$ cat src/hdl/mep_pkg.sv
// Shared types and constants of the Mandelbrot escape-time pixel block.
package mep_pkg;

    // Configuration port
    localparam int CFG_IDX_W  = 3;
    localparam int CFG_DATA_W = 32;

    // Register field widths
    localparam int CENTER_W = 32;
    localparam int SPAN_W   = 31;
    localparam int DIM_W    = 13;

    // Register reset values
    localparam logic [CENTER_W-1:0] CENTER_RESET = '0;
    localparam logic [SPAN_W-1:0]   SPAN_X_RESET = 31'd65536;
    localparam logic [SPAN_W-1:0]   SPAN_Y_RESET = 31'd49152;
    localparam logic [DIM_W-1:0]    WIDTH_RESET  = 13'd800;
    localparam logic [DIM_W-1:0]    HEIGHT_RESET = 13'd600;

    // Shared multiplier
    localparam int MUL_W  = 32;
    localparam int PROD_W = 2 * MUL_W;

    // Iteration datapath, signed Q6.24
    localparam int Z_W    = 30;
    localparam int Z_FRAC = 24;

    // Plane coordinate clamp: beyond this, c saturates regardless
    localparam int X_LIM  = 3145729;
    localparam int XC_W   = 24;

    // Q16.16 to Q6.24 and divide by 6 is times 128 / 3
    localparam int X_TO_C_SHIFT = 7;
    localparam int RECIP_BIAS   = 2;
    localparam int N_W          = XC_W + X_TO_C_SHIFT;
    localparam int RECIP_SHIFT  = 31;
    localparam int Q_W          = 29;
    localparam logic [MUL_W-1:0] RECIP_MUL = 32'h2AAA_AAAB;

    localparam logic signed [Z_W-1:0] C_HI = 30'sd134217728;
    localparam logic signed [Z_W-1:0] C_LO = -30'sd134217728;

    // |z|^2 > 16 in Q16.48
    localparam logic signed [PROD_W-1:0] ESC_BOUND = 64'sd4503599627370496;

    // Result fields
    localparam int ESC_W = 4;
    localparam int RED_W = 8;
    localparam logic [RED_W-1:0] RED_MAX = 8'hFF;

    typedef enum logic [CFG_IDX_W-1:0] {
        REG_CENTER_X     = 3'd0,
        REG_CENTER_Y     = 3'd1,
        REG_SPAN_X       = 3'd2,
        REG_SPAN_Y       = 3'd3,
        REG_IMAGE_WIDTH  = 3'd4,
        REG_IMAGE_HEIGHT = 3'd5
    } reg_idx_t;

    typedef struct packed {
        logic [CENTER_W-1:0] center_x;
        logic [CENTER_W-1:0] center_y;
        logic [SPAN_W-1:0]   span_x;
        logic [SPAN_W-1:0]   span_y;
        logic [DIM_W-1:0]    image_width;
        logic [DIM_W-1:0]    image_height;
    } cfg_t;

endpackage

$ cat src/hdl/mep_cfg.sv
// Viewport configuration registers with plain write port.
module mep_cfg
    import mep_pkg::*;
(
    input  logic                  clk,
    input  logic                  rst_n,
    input  logic                  cfg_we,
    input  logic [CFG_IDX_W-1:0]  cfg_index,
    input  logic [CFG_DATA_W-1:0] cfg_wdata,
    output cfg_t                  cfg
);

    cfg_t cfg_reg;
    cfg_t cfg_next;

    always_comb
    begin
        cfg_next = cfg_reg;
        if (cfg_we)
        begin
            case (reg_idx_t'(cfg_index))
                REG_CENTER_X:     cfg_next.center_x     = cfg_wdata[CENTER_W-1:0];
                REG_CENTER_Y:     cfg_next.center_y     = cfg_wdata[CENTER_W-1:0];
                REG_SPAN_X:       cfg_next.span_x       = cfg_wdata[SPAN_W-1:0];
                REG_SPAN_Y:       cfg_next.span_y       = cfg_wdata[SPAN_W-1:0];
                REG_IMAGE_WIDTH:  cfg_next.image_width  = cfg_wdata[DIM_W-1:0];
                REG_IMAGE_HEIGHT: cfg_next.image_height = cfg_wdata[DIM_W-1:0];
                // drop writes past the register list
                default:          cfg_next = cfg_reg;
            endcase
        end
    end

    always_ff @(posedge clk or negedge rst_n)
    begin
        if (!rst_n)
        begin
            cfg_reg.center_x     <= CENTER_RESET;
            cfg_reg.center_y     <= CENTER_RESET;
            cfg_reg.span_x       <= SPAN_X_RESET;
            cfg_reg.span_y       <= SPAN_Y_RESET;
            cfg_reg.image_width  <= WIDTH_RESET;
            cfg_reg.image_height <= HEIGHT_RESET;
        end
        else
        begin
            cfg_reg <= cfg_next;
        end
    end

    assign cfg = cfg_reg;

endmodule

$ cat src/hdl/mep_mul.sv
// Shared signed multiplier with registered product.
module mep_mul
    import mep_pkg::*;
(
    input  logic                     clk,
    input  logic signed [MUL_W-1:0]  a,
    input  logic signed [MUL_W-1:0]  b,
    output logic signed [PROD_W-1:0] prod
);

    logic signed [PROD_W-1:0] prod_reg;

    always_ff @(posedge clk)
    begin
        prod_reg <= a * b;
    end

    assign prod = prod_reg;

endmodule

$ cat src/hdl/mep_div.sv
// Bit-serial restoring unsigned divider, one quotient bit per cycle.
module mep_div #(
    parameter int NUM_W = 45,
    parameter int DEN_W = 14
) (
    input  logic             clk,
    input  logic             rst_n,
    input  logic             start,
    input  logic [NUM_W-1:0] dividend,
    input  logic [DEN_W-1:0] divisor,
    output logic             done,
    output logic [NUM_W-1:0] quotient
);

    localparam int CNT_W = $clog2(NUM_W + 1);

    logic [CNT_W-1:0] cnt_reg;
    logic [CNT_W-1:0] cnt_next;
    logic             done_reg;
    logic             done_next;
    logic [NUM_W-1:0] quo_reg;
    logic [NUM_W-1:0] quo_next;
    logic [DEN_W-1:0] rem_reg;
    logic [DEN_W-1:0] rem_next;
    logic [DEN_W-1:0] den_reg;
    logic [DEN_W-1:0] den_next;
    logic [DEN_W:0]   shifted;
    logic [DEN_W:0]   trial;
    logic             fits;

    always_comb
    begin
        shifted   = {rem_reg, quo_reg[NUM_W-1]};
        trial     = shifted - {1'b0, den_reg};
        fits      = (shifted >= {1'b0, den_reg});
        cnt_next  = cnt_reg;
        done_next = 1'b0;
        quo_next  = quo_reg;
        rem_next  = rem_reg;
        den_next  = den_reg;
        if (start)
        begin
            cnt_next = CNT_W'(NUM_W);
            quo_next = dividend;
            rem_next = '0;
            den_next = divisor;
        end
        else if (cnt_reg != '0)
        begin
            // shift in the next dividend bit, subtract when the divisor fits
            quo_next  = {quo_reg[NUM_W-2:0], fits};
            rem_next  = fits ? trial[DEN_W-1:0] : shifted[DEN_W-1:0];
            cnt_next  = cnt_reg - CNT_W'(1);
            done_next = (cnt_reg == CNT_W'(1));
        end
    end

    always_ff @(posedge clk or negedge rst_n)
    begin
        if (!rst_n)
        begin
            cnt_reg  <= '0;
            done_reg <= 1'b0;
        end
        else
        begin
            cnt_reg  <= cnt_next;
            done_reg <= done_next;
        end
    end

    always_ff @(posedge clk)
    begin
        quo_reg <= quo_next;
        rem_reg <= rem_next;
        den_reg <= den_next;
    end

    assign done     = done_reg;
    assign quotient = quo_reg;

endmodule

$ cat src/hdl/mandelbrot_escape_pixel.sv
// Mandelbrot escape-time pixel evaluator: sequencer, mapping and iteration datapath.
//
// Pulse start while busy is low to hand in one pixel (pixel_x, pixel_y); the
// block maps it onto the configured viewport, runs z = z*z + c from zero and
// strobes done for one cycle with escape_index and red_level. The receiver
// cannot stall, so take the result in that cycle. Most of the work is the
// bit-serial divider that maps each axis, one quotient bit per cycle, over
// NUM_W = max(PIXEL_BITS + 2, 14) + 31 bits (45 at the default PIXEL_BITS);
// each iteration then runs on the single shared multiplier. busy drops in
// the done cycle, so the next pixel may follow at once. Write configuration
// only while busy is low.
module mandelbrot_escape_pixel
    import mep_pkg::*;
#(
    parameter int MAX_ITERATIONS = 10,
    parameter int PIXEL_BITS     = 12
) (
    input  logic                  clk,
    input  logic                  rst_n,
    input  logic                  cfg_we,
    input  logic [CFG_IDX_W-1:0]  cfg_index,
    input  logic [CFG_DATA_W-1:0] cfg_wdata,
    input  logic                  start,
    output logic                  busy,
    input  logic [PIXEL_BITS-1:0] pixel_x,
    input  logic [PIXEL_BITS-1:0] pixel_y,
    output logic                  done,
    output logic [ESC_W-1:0]      escape_index,
    output logic [RED_W-1:0]      red_level
);

    localparam int DIFF_W = (PIXEL_BITS + 2 > DIM_W + 1) ? PIXEL_BITS + 2 : DIM_W + 1;
    localparam int NUM_W  = DIFF_W + SPAN_W;
    localparam int DEN_W  = DIM_W + 1;
    localparam int X_W    = NUM_W + 2;
    localparam int K_W    = $clog2(MAX_ITERATIONS + 1);
    localparam int RF_W   = (K_W + 3 > RED_W + 1) ? K_W + 3 : RED_W + 1;
    localparam int IX_W   = K_W + ESC_W;

    localparam logic signed [X_W-1:0] X_HI = X_W'(X_LIM);
    localparam logic signed [X_W-1:0] X_LO = -X_HI;

    typedef enum logic [11:0] {
        ST_IDLE     = 12'b0000_0000_0001,
        ST_MAP_MUL  = 12'b0000_0000_0010,
        ST_MAP_DSET = 12'b0000_0000_0100,
        ST_MAP_DIV  = 12'b0000_0000_1000,
        ST_MAP_ADD  = 12'b0000_0001_0000,
        ST_C_PREP   = 12'b0000_0010_0000,
        ST_C_MUL    = 12'b0000_0100_0000,
        ST_C_SET    = 12'b0000_1000_0000,
        ST_Z_RR     = 12'b0001_0000_0000,
        ST_Z_II     = 12'b0010_0000_0000,
        ST_Z_CHK    = 12'b0100_0000_0000,
        ST_Z_UPD    = 12'b1000_0000_0000
    } state_t;

    cfg_t cfg;

    // control state
    state_t            state_reg;
    state_t            state_next;
    logic              axis_reg;
    logic              axis_next;
    logic [K_W-1:0]    k_reg;
    logic [K_W-1:0]    k_next;
    logic              done_reg;
    logic              done_next;

    // payload
    logic [PIXEL_BITS-1:0] px_reg;
    logic [PIXEL_BITS-1:0] px_next;
    logic [PIXEL_BITS-1:0] py_reg;
    logic [PIXEL_BITS-1:0] py_next;
    logic                  neg_reg;
    logic                  neg_next;
    logic signed [XC_W-1:0] xc_reg;
    logic signed [XC_W-1:0] xc_next;
    logic                  sgn_reg;
    logic                  sgn_next;
    logic [N_W-1:0]        n_reg;
    logic [N_W-1:0]        n_next;
    logic signed [Z_W-1:0] cr_reg;
    logic signed [Z_W-1:0] cr_next;
    logic signed [Z_W-1:0] ci_reg;
    logic signed [Z_W-1:0] ci_next;
    logic signed [Z_W-1:0] re_reg;
    logic signed [Z_W-1:0] re_next;
    logic signed [Z_W-1:0] im_reg;
    logic signed [Z_W-1:0] im_next;
    logic signed [PROD_W-1:0] rr_reg;
    logic signed [PROD_W-1:0] rr_next;
    logic signed [PROD_W-1:0] ii_reg;
    logic signed [PROD_W-1:0] ii_next;
    logic [ESC_W-1:0]      esc_reg;
    logic [ESC_W-1:0]      esc_next;
    logic [RED_W-1:0]      red_reg;
    logic [RED_W-1:0]      red_next;

    // shared units
    logic signed [MUL_W-1:0]  mul_a;
    logic signed [MUL_W-1:0]  mul_b;
    logic signed [PROD_W-1:0] prod;
    logic                     div_start;
    logic [NUM_W-1:0]         div_num;
    logic [DEN_W-1:0]         div_den;
    logic                     div_done;
    logic [NUM_W-1:0]         div_quo;

    // datapath temporaries
    logic [PIXEL_BITS-1:0]    pix;
    logic [DIM_W-1:0]         dim_raw;
    logic [DIM_W-1:0]         dim_eff;
    logic [SPAN_W-1:0]        span;
    logic [CENTER_W-1:0]      center;
    logic signed [DIFF_W-1:0] diff;
    logic [DEN_W-1:0]         den;
    logic [DEN_W-1:0]         den_m1;
    logic                     prod_neg;
    logic [PROD_W-1:0]        prod_mag;
    logic                     sub_q;
    logic signed [X_W-1:0]    cx;
    logic signed [X_W-1:0]    qx;
    logic signed [X_W-1:0]    x_sum;
    logic signed [X_W-1:0]    x_clamp;
    logic [XC_W-1:0]          x_mag;
    logic [Q_W-1:0]           q_c;
    logic signed [Z_W-1:0]    q_s;
    logic signed [Z_W-1:0]    c_val;
    logic signed [Z_W-1:0]    c_sat;
    logic signed [PROD_W-1:0] mag2;
    logic                     escaped;
    logic signed [PROD_W-1:0] re_sh;
    logic signed [PROD_W-1:0] im_sh;
    logic [K_W-1:0]           idx_m1;
    logic [IX_W-1:0]          idx_ext;
    logic [RF_W-1:0]          red_full;
    logic [RED_W-1:0]         red_esc;

    mep_cfg u_cfg (
        .clk       (clk),
        .rst_n     (rst_n),
        .cfg_we    (cfg_we),
        .cfg_index (cfg_index),
        .cfg_wdata (cfg_wdata),
        .cfg       (cfg)
    );

    mep_mul u_mul (
        .clk  (clk),
        .a    (mul_a),
        .b    (mul_b),
        .prod (prod)
    );

    mep_div #(
        .NUM_W (NUM_W),
        .DEN_W (DEN_W)
    ) u_div (
        .clk      (clk),
        .rst_n    (rst_n),
        .start    (div_start),
        .dividend (div_num),
        .divisor  (div_den),
        .done     (div_done),
        .quotient (div_quo)
    );

    // axis-selected operands and per-state arithmetic
    always_comb
    begin
        pix     = axis_reg ? py_reg : px_reg;
        dim_raw = axis_reg ? cfg.image_height : cfg.image_width;
        span    = axis_reg ? cfg.span_y : cfg.span_x;
        center  = axis_reg ? cfg.center_y : cfg.center_x;
        dim_eff = (dim_raw == '0) ? DIM_W'(1) : dim_raw;
        diff    = DIFF_W'({pix, 1'b0}) - DIFF_W'(dim_eff);
        den     = {dim_eff, 1'b0};
        den_m1  = den - DEN_W'(1);

        // floor of a negative quotient: divide |n| + d - 1, then negate
        prod_neg = prod[PROD_W-1];
        prod_mag = prod_neg ? PROD_W'(-prod) : PROD_W'(prod);
        div_num  = prod_mag[NUM_W-1:0] + (prod_neg ? NUM_W'(den_m1) : '0);
        div_den  = den;

        // y runs downward: subtract the offset there
        sub_q   = neg_reg ^ axis_reg;
        cx      = X_W'($signed(center));
        qx      = X_W'(div_quo);
        x_sum   = sub_q ? (cx - qx) : (cx + qx);
        if (x_sum > X_HI)
        begin
            x_clamp = X_HI;
        end
        else if (x_sum < X_LO)
        begin
            x_clamp = X_LO;
        end
        else
        begin
            x_clamp = x_sum;
        end

        x_mag = xc_reg[XC_W-1] ? XC_W'(-xc_reg) : XC_W'(xc_reg);

        q_c   = prod[RECIP_SHIFT +: Q_W];
        q_s   = Z_W'(q_c);
        c_val = sgn_reg ? -q_s : q_s;
        if (c_val > C_HI)
        begin
            c_sat = C_HI;
        end
        else if (c_val < C_LO)
        begin
            c_sat = C_LO;
        end
        else
        begin
            c_sat = c_val;
        end

        mag2    = rr_reg + prod;
        escaped = (k_reg != '0) && (mag2 > ESC_BOUND);

        re_sh = (rr_reg - ii_reg) >>> Z_FRAC;
        im_sh = prod >>> (Z_FRAC - 1);

        // index and red level of an escape at the previous update
        idx_m1   = k_reg - K_W'(1);
        idx_ext  = IX_W'(idx_m1);
        red_full = (RF_W'(idx_m1) << 2) + RF_W'(idx_m1);
        red_esc  = (red_full > RF_W'(RED_MAX)) ? RED_MAX : red_full[RED_W-1:0];
    end

    // sequencer
    always_comb
    begin
        state_next = state_reg;
        axis_next  = axis_reg;
        k_next     = k_reg;
        done_next  = 1'b0;
        px_next    = px_reg;
        py_next    = py_reg;
        neg_next   = neg_reg;
        xc_next    = xc_reg;
        sgn_next   = sgn_reg;
        n_next     = n_reg;
        cr_next    = cr_reg;
        ci_next    = ci_reg;
        re_next    = re_reg;
        im_next    = im_reg;
        rr_next    = rr_reg;
        ii_next    = ii_reg;
        esc_next   = esc_reg;
        red_next   = red_reg;
        mul_a      = '0;
        mul_b      = '0;
        div_start  = 1'b0;

        case (state_reg)
            ST_IDLE:
            begin
                if (start)
                begin
                    px_next    = pixel_x;
                    py_next    = pixel_y;
                    axis_next  = 1'b0;
                    state_next = ST_MAP_MUL;
                end
            end
            ST_MAP_MUL:
            begin
                mul_a      = MUL_W'(diff);
                mul_b      = MUL_W'($signed({1'b0, span}));
                state_next = ST_MAP_DSET;
            end
            ST_MAP_DSET:
            begin
                neg_next   = prod_neg;
                div_start  = 1'b1;
                state_next = ST_MAP_DIV;
            end
            ST_MAP_DIV:
            begin
                if (div_done)
                begin
                    state_next = ST_MAP_ADD;
                end
            end
            ST_MAP_ADD:
            begin
                xc_next    = x_clamp[XC_W-1:0];
                state_next = ST_C_PREP;
            end
            ST_C_PREP:
            begin
                sgn_next   = xc_reg[XC_W-1];
                n_next     = {x_mag, X_TO_C_SHIFT'(0)}
                             + (xc_reg[XC_W-1] ? N_W'(RECIP_BIAS) : '0);
                state_next = ST_C_MUL;
            end
            ST_C_MUL:
            begin
                // divide by 3 through the reciprocal
                mul_a      = MUL_W'(n_reg);
                mul_b      = RECIP_MUL;
                state_next = ST_C_SET;
            end
            ST_C_SET:
            begin
                if (!axis_reg)
                begin
                    cr_next    = c_sat;
                    axis_next  = 1'b1;
                    state_next = ST_MAP_MUL;
                end
                else
                begin
                    ci_next    = c_sat;
                    re_next    = '0;
                    im_next    = '0;
                    k_next     = '0;
                    state_next = ST_Z_RR;
                end
            end
            ST_Z_RR:
            begin
                mul_a      = MUL_W'(re_reg);
                mul_b      = MUL_W'(re_reg);
                state_next = ST_Z_II;
            end
            ST_Z_II:
            begin
                rr_next    = prod;
                mul_a      = MUL_W'(im_reg);
                mul_b      = MUL_W'(im_reg);
                state_next = ST_Z_CHK;
            end
            ST_Z_CHK:
            begin
                ii_next = prod;
                mul_a   = MUL_W'(re_reg);
                mul_b   = MUL_W'(im_reg);
                if (escaped)
                begin
                    esc_next   = idx_ext[ESC_W-1:0];
                    red_next   = red_esc;
                    done_next  = 1'b1;
                    state_next = ST_IDLE;
                end
                else if (k_reg == K_W'(MAX_ITERATIONS))
                begin
                    esc_next   = '0;
                    red_next   = '0;
                    done_next  = 1'b1;
                    state_next = ST_IDLE;
                end
                else
                begin
                    state_next = ST_Z_UPD;
                end
            end
            ST_Z_UPD:
            begin
                re_next    = re_sh[Z_W-1:0] + cr_reg;
                im_next    = im_sh[Z_W-1:0] + ci_reg;
                k_next     = k_reg + K_W'(1);
                state_next = ST_Z_RR;
            end
            default:
            begin
                state_next = ST_IDLE;
            end
        endcase
    end

    always_ff @(posedge clk or negedge rst_n)
    begin
        if (!rst_n)
        begin
            state_reg <= ST_IDLE;
            axis_reg  <= 1'b0;
            k_reg     <= '0;
            done_reg  <= 1'b0;
        end
        else
        begin
            state_reg <= state_next;
            axis_reg  <= axis_next;
            k_reg     <= k_next;
            done_reg  <= done_next;
        end
    end

    always_ff @(posedge clk)
    begin
        px_reg  <= px_next;
        py_reg  <= py_next;
        neg_reg <= neg_next;
        xc_reg  <= xc_next;
        sgn_reg <= sgn_next;
        n_reg   <= n_next;
        cr_reg  <= cr_next;
        ci_reg  <= ci_next;
        re_reg  <= re_next;
        im_reg  <= im_next;
        rr_reg  <= rr_next;
        ii_reg  <= ii_next;
        esc_reg <= esc_next;
        red_reg <= red_next;
    end

    assign busy         = (state_reg != ST_IDLE);
    assign done         = done_reg;
    assign escape_index = esc_reg;
    assign red_level    = red_reg;

    a_done_idle: assert property (@(posedge clk) disable iff (!rst_n)
        done |-> !busy)
        else $error("result strobed while sequencer still busy");

    a_start_busy: assert property (@(posedge clk) disable iff (!rst_n)
        (start && !busy) |=> (busy && !done))
        else $error("accepted pixel did not start the sequencer");

    a_done_src: assert property (@(posedge clk) disable iff (!rst_n)
        done |-> $past(state_reg == ST_Z_CHK))
        else $error("result strobed outside the escape check");

    a_k_range: assert property (@(posedge clk) disable iff (!rst_n)
        k_reg <= K_W'(MAX_ITERATIONS))
        else $error("iteration count past the limit");

    a_c_sat: assert property (@(posedge clk) disable iff (!rst_n)
        (state_reg == ST_Z_RR) |-> (cr_reg <= C_HI && cr_reg >= C_LO
                                    && ci_reg <= C_HI && ci_reg >= C_LO))
        else $error("c outside the saturation range");

endmodule
$ cat config.mk
export PLATFORM = sky130hd
export DESIGN_NAME = mandelbrot_escape_pixel
export DESIGN_NICKNAME = d
export VERILOG_FILES = /design/src/hdl/mep_pkg.sv /design/src/hdl/mep_cfg.sv /design/src/hdl/mep_mul.sv /design/src/hdl/mep_div.sv /design/src/hdl/mandelbrot_escape_pixel.sv
export SDC_FILE = /design/constraint.sdc
export NUM_CORES = 2
export LEC_CHECK = 0
export ABC_AREA = 1
export BUFFER_PORTS_ARGS = -buffer_cell sky130_fd_sc_hd__buf_2
export CAP_MARGIN = 10
export CORE_ASPECT_RATIO = 0.9
export CORE_MARGIN = 5
export CORE_UTILIZATION = 46
export DETAILED_ROUTE_END_ITERATION = 16
export GPL_ROUTABILITY_DRIVEN = 0
export PLACE_DENSITY = 0.61
export SLEW_MARGIN = 0
export SYNTH_ARGS = -nofsm -noshare
export SYNTH_HDL_FRONTEND = slang
export SYNTH_SLANG_ARGS = --single-unit
$ cat constraint.sdc
create_clock -name clk -period 10.4 [get_ports clk]
set_input_delay 2.08 -clock clk [delete_from_list [all_inputs] [get_ports clk]]
set_output_delay 2.08 -clock clk [all_outputs]
set_load 0.05 [all_outputs]
==> flow_summary.toml <==
[power]
total_power_mw = 11.7
pwr_density_cell_mw_per_mm2 = 131
power.ir.vdd_worst_mv = 0.231
p_leak_nw = 44.5

[timing]
maxSlewViolCount = 0
min_period_over_period_pct = 96.8
worst_slack_ns = 0.336
setup_tns_ns = 0
period_needed_ns = 10.06
final-setup-viol-count = 0
clock_skew_ns = 0.0409
tightest_slew_ns = 1.07
rsz0062_at_grt = "true"
fmax_mhz = 99.4
relSlewSlack_pct = 28.5
hold_violations = 0

[cts]
cts_buffer_depth = 3
ctsHoldBuffers = 0
cts-root-buf = "clkbuf_16"
cts_buffers = 72
clock_latency_ns = 0.70
clk_pin_slew_worst_paths_ns = 0.06
clock-sinks = 634
htreeDepth = 3
cts_tree = "done"

[place]
post-dp-hpwl_um = 253000
preCtsSetupSlack_ns = -0.102
portBuffers = 75

[layout]
largest_reg_flops = 152
fin_nets = 12400
post_route_cells_drive_above_1_share_pct = 6.31
num-fill-cells = 17300
area_growth_pct = 9.34

[synth]
syn-cell-area_mm2 = 0.0819
synth_top_area_share_pct = 26.6
seq_area_frac_synth_pct = 21.2
synthArstFlopShare_pct = 27.9
ys_seq_elements = 634
postSynthCellCount = 10600
synth-edff-count = 379
synth_cell_types = 73
yosysTopAreaCell = "fa_1"
syn_nets = 12200
ys.flop_type = "edfxtp_1"
synthTopCellsByCount = "2584 x nand2_1, 2200 x inv_1, 1090 x fa_1"
synth_area_leaders = "fa_1 27%, edfxtp_1 14%, nand2_1 12%"
yosys_warnings = 0
synthMostInstantiatedCell = "nand2_1"
postSynthAreaPerCell_um2 = 7.74

[floorplanning]
io_pins = 77
fp-row-count = 147
core_mm2 = 0.178
start_util_pct = 46.1
dieWidth_um = 455
die_y_um = 410
die-area_mm2 = 0.187

[setup_path]
crit_slowest_cell = "fa_1"
worst-setup-path-type = "reg -> reg"
critPathArrivalTime_ns = 10.66
critPathMaxFanout = 17
cp_top_family = "adder cells"
timing.critical_path.buf_inv = 9
critPathRequiredTime_ns = 10.99
path_common_cell = "fa_1"
slowest_delay_ns = 0.58
start_kind = "register"
crit_path_end_kind = "register"
regToRegSetupSlack_ns = 0.34

[global_routing]
grtUsageMet3_pct = 9.10
grt_pass1_wl_um = 459000
use_met1_pct = 43.5
grt_pass1_vias = 73100
grt-ovfl-total = 0
grt_max_degree = 109
grt_usage_pct = 32.9
gr-usage-met2_pct = 49.1
antenna_found_initial = 11
grt.busiest_layer = "met2"

[route]
drt-total-wl_um = 309000
avgViaCountPerCell = 5.59
drtIter0Drc = 8302
wl_per_cell_um = 23.3
routed-via-count = 74100
drt-pass1-iter-count = 9
drc_errors = 0
ant_nets = 0

[run_status]
outcome = "completed"

[hold_path]
hold_path.class = "reg -> reg"

[run]
cap_violations = 0
==> layout make-up <==
class	count	area (um2)	share of cell area, %
Tap cell	2384	2980	3.33
Clock buffer	103	2060	2.30
Inverter	2236	8410	9.39
Clock inverter	31	439	0.490
Antenna cell	5	12.5	0.0140
Timing Repair Buffer	409	3070	3.43
Sequential cell	634	17400	19.4
Multi-Input combinational cell	7458	55200	61.6
==> per-stage QoR <==
stage / hold slack [ns] / area [um2] / utilization, % / instances
global route: 0.498 / 89500 / 50.4 / 13300
detailed placement: 0.456 / 86800 / 48.8 / 13100
CTS: 0.467 / 89300 / 50.2 / 13200
floorplan: 0.412 / 81900 / - / 10600
finish: 0.467 / 89600 / 50.4 / 13300
global placement: 0.458 / 86800 / 48.8 / 13100
==> per-layer routing <==
| layer | wire (um) | vias to the layer above |
|---|---|---|
| li1 | - | 33100 |
| met3 | 35600 | 880 |
| met1 | 121000 | 36100 |
| met2 | 131000 | 4014 |
| met5 | 237 | - |
| met4 | 21000 | 10 |
==> layout by cell type (no fill, tap or decap), types with 24 or more instances in the layout <==
| master | synthesis | routed |
|---|---|---|
| xor2_1 | 219 | 219 |
| edfxtp_1 | 379 | 379 |
| nand3_1 | 295 | 291 |
| nand2_1 | 2584 | 2580 |
| nor3_1 | 108 | 103 |
| dfxtp_1 | 78 | 77 |
| buf_4 | 18 | 317 |
| inv_1 | 2200 | 2193 |
| o21a_1 | 39 | 39 |
| clkbuf_16 | 0 | 75 |
| nor4_1 | 35 | 33 |
| dfrtp_1 | 166 | 165 |
| a21oi_1 | 533 | 520 |
| nor2_2 | 16 | 24 |
| ha_1 | 455 | 453 |
| a31oi_1 | 50 | 50 |
| nand4_1 | 108 | 108 |
| fa_1 | 1090 | 1089 |
| o21ai_0 | 469 | 461 |
| buf_2 | 76 | 75 |
| xnor2_1 | 103 | 102 |
| nor2_1 | 1056 | 1048 |
==> power by group <==
group          total [mW]  switching, mW  internal, mW
logic                5.57           3.95          1.62
clock network        2.72           1.18          1.54
registers            3.44          0.318          3.12
==> final timing paths <==
kind                                              startpoint                          to  cells after the start
worst min register to register  u_div.cnt_reg[3]$_DFFE_PN0P_        u_div.done$_DFF_PN0_                      1
worst max register to register          axis_reg$_DFFE_PN0P_      u_mul.prod[58]$_DFF_P_                     39
worst min-delay path            u_div.cnt_reg[3]$_DFFE_PN0P_        u_div.done$_DFF_PN0_                      1
min in group asynchronous                              rst_n  u_cfg.cfg[133]$_DFFE_PN0P_                      1
worst max-delay path                    axis_reg$_DFFE_PN0P_      u_mul.prod[58]$_DFF_P_                     39
max in group asynchronous                              rst_n        k_reg[0]$_DFFE_PN0P_                      2
==> logic make-up (layout without fill, tap and decap cells) <==
kind of cell             count (synthesis)  count (layout)  synth area share, %
other                                    1               6              0.00458
flip-flops                             634             634                 21.2
XOR/XNOR                               322             322                 3.44
adder cells (fa/ha/maj)               1545            1545                 33.6
multiplexers                             6               6               0.0733
buffers and inverters                 2492            2779                 11.7
AO/OA/AOI/OAI                         1281            1281                 8.72
AND/OR/NAND/NOR                       4303            4303                 21.3
==> repair_timing <==
action	CTS	global route
endpoints found under the setup margin	5	37
pin swaps	0	9
resized for setup	1	52
buffers inserted	0	7
Note: power is estimated with default switching activity, not from simulation.
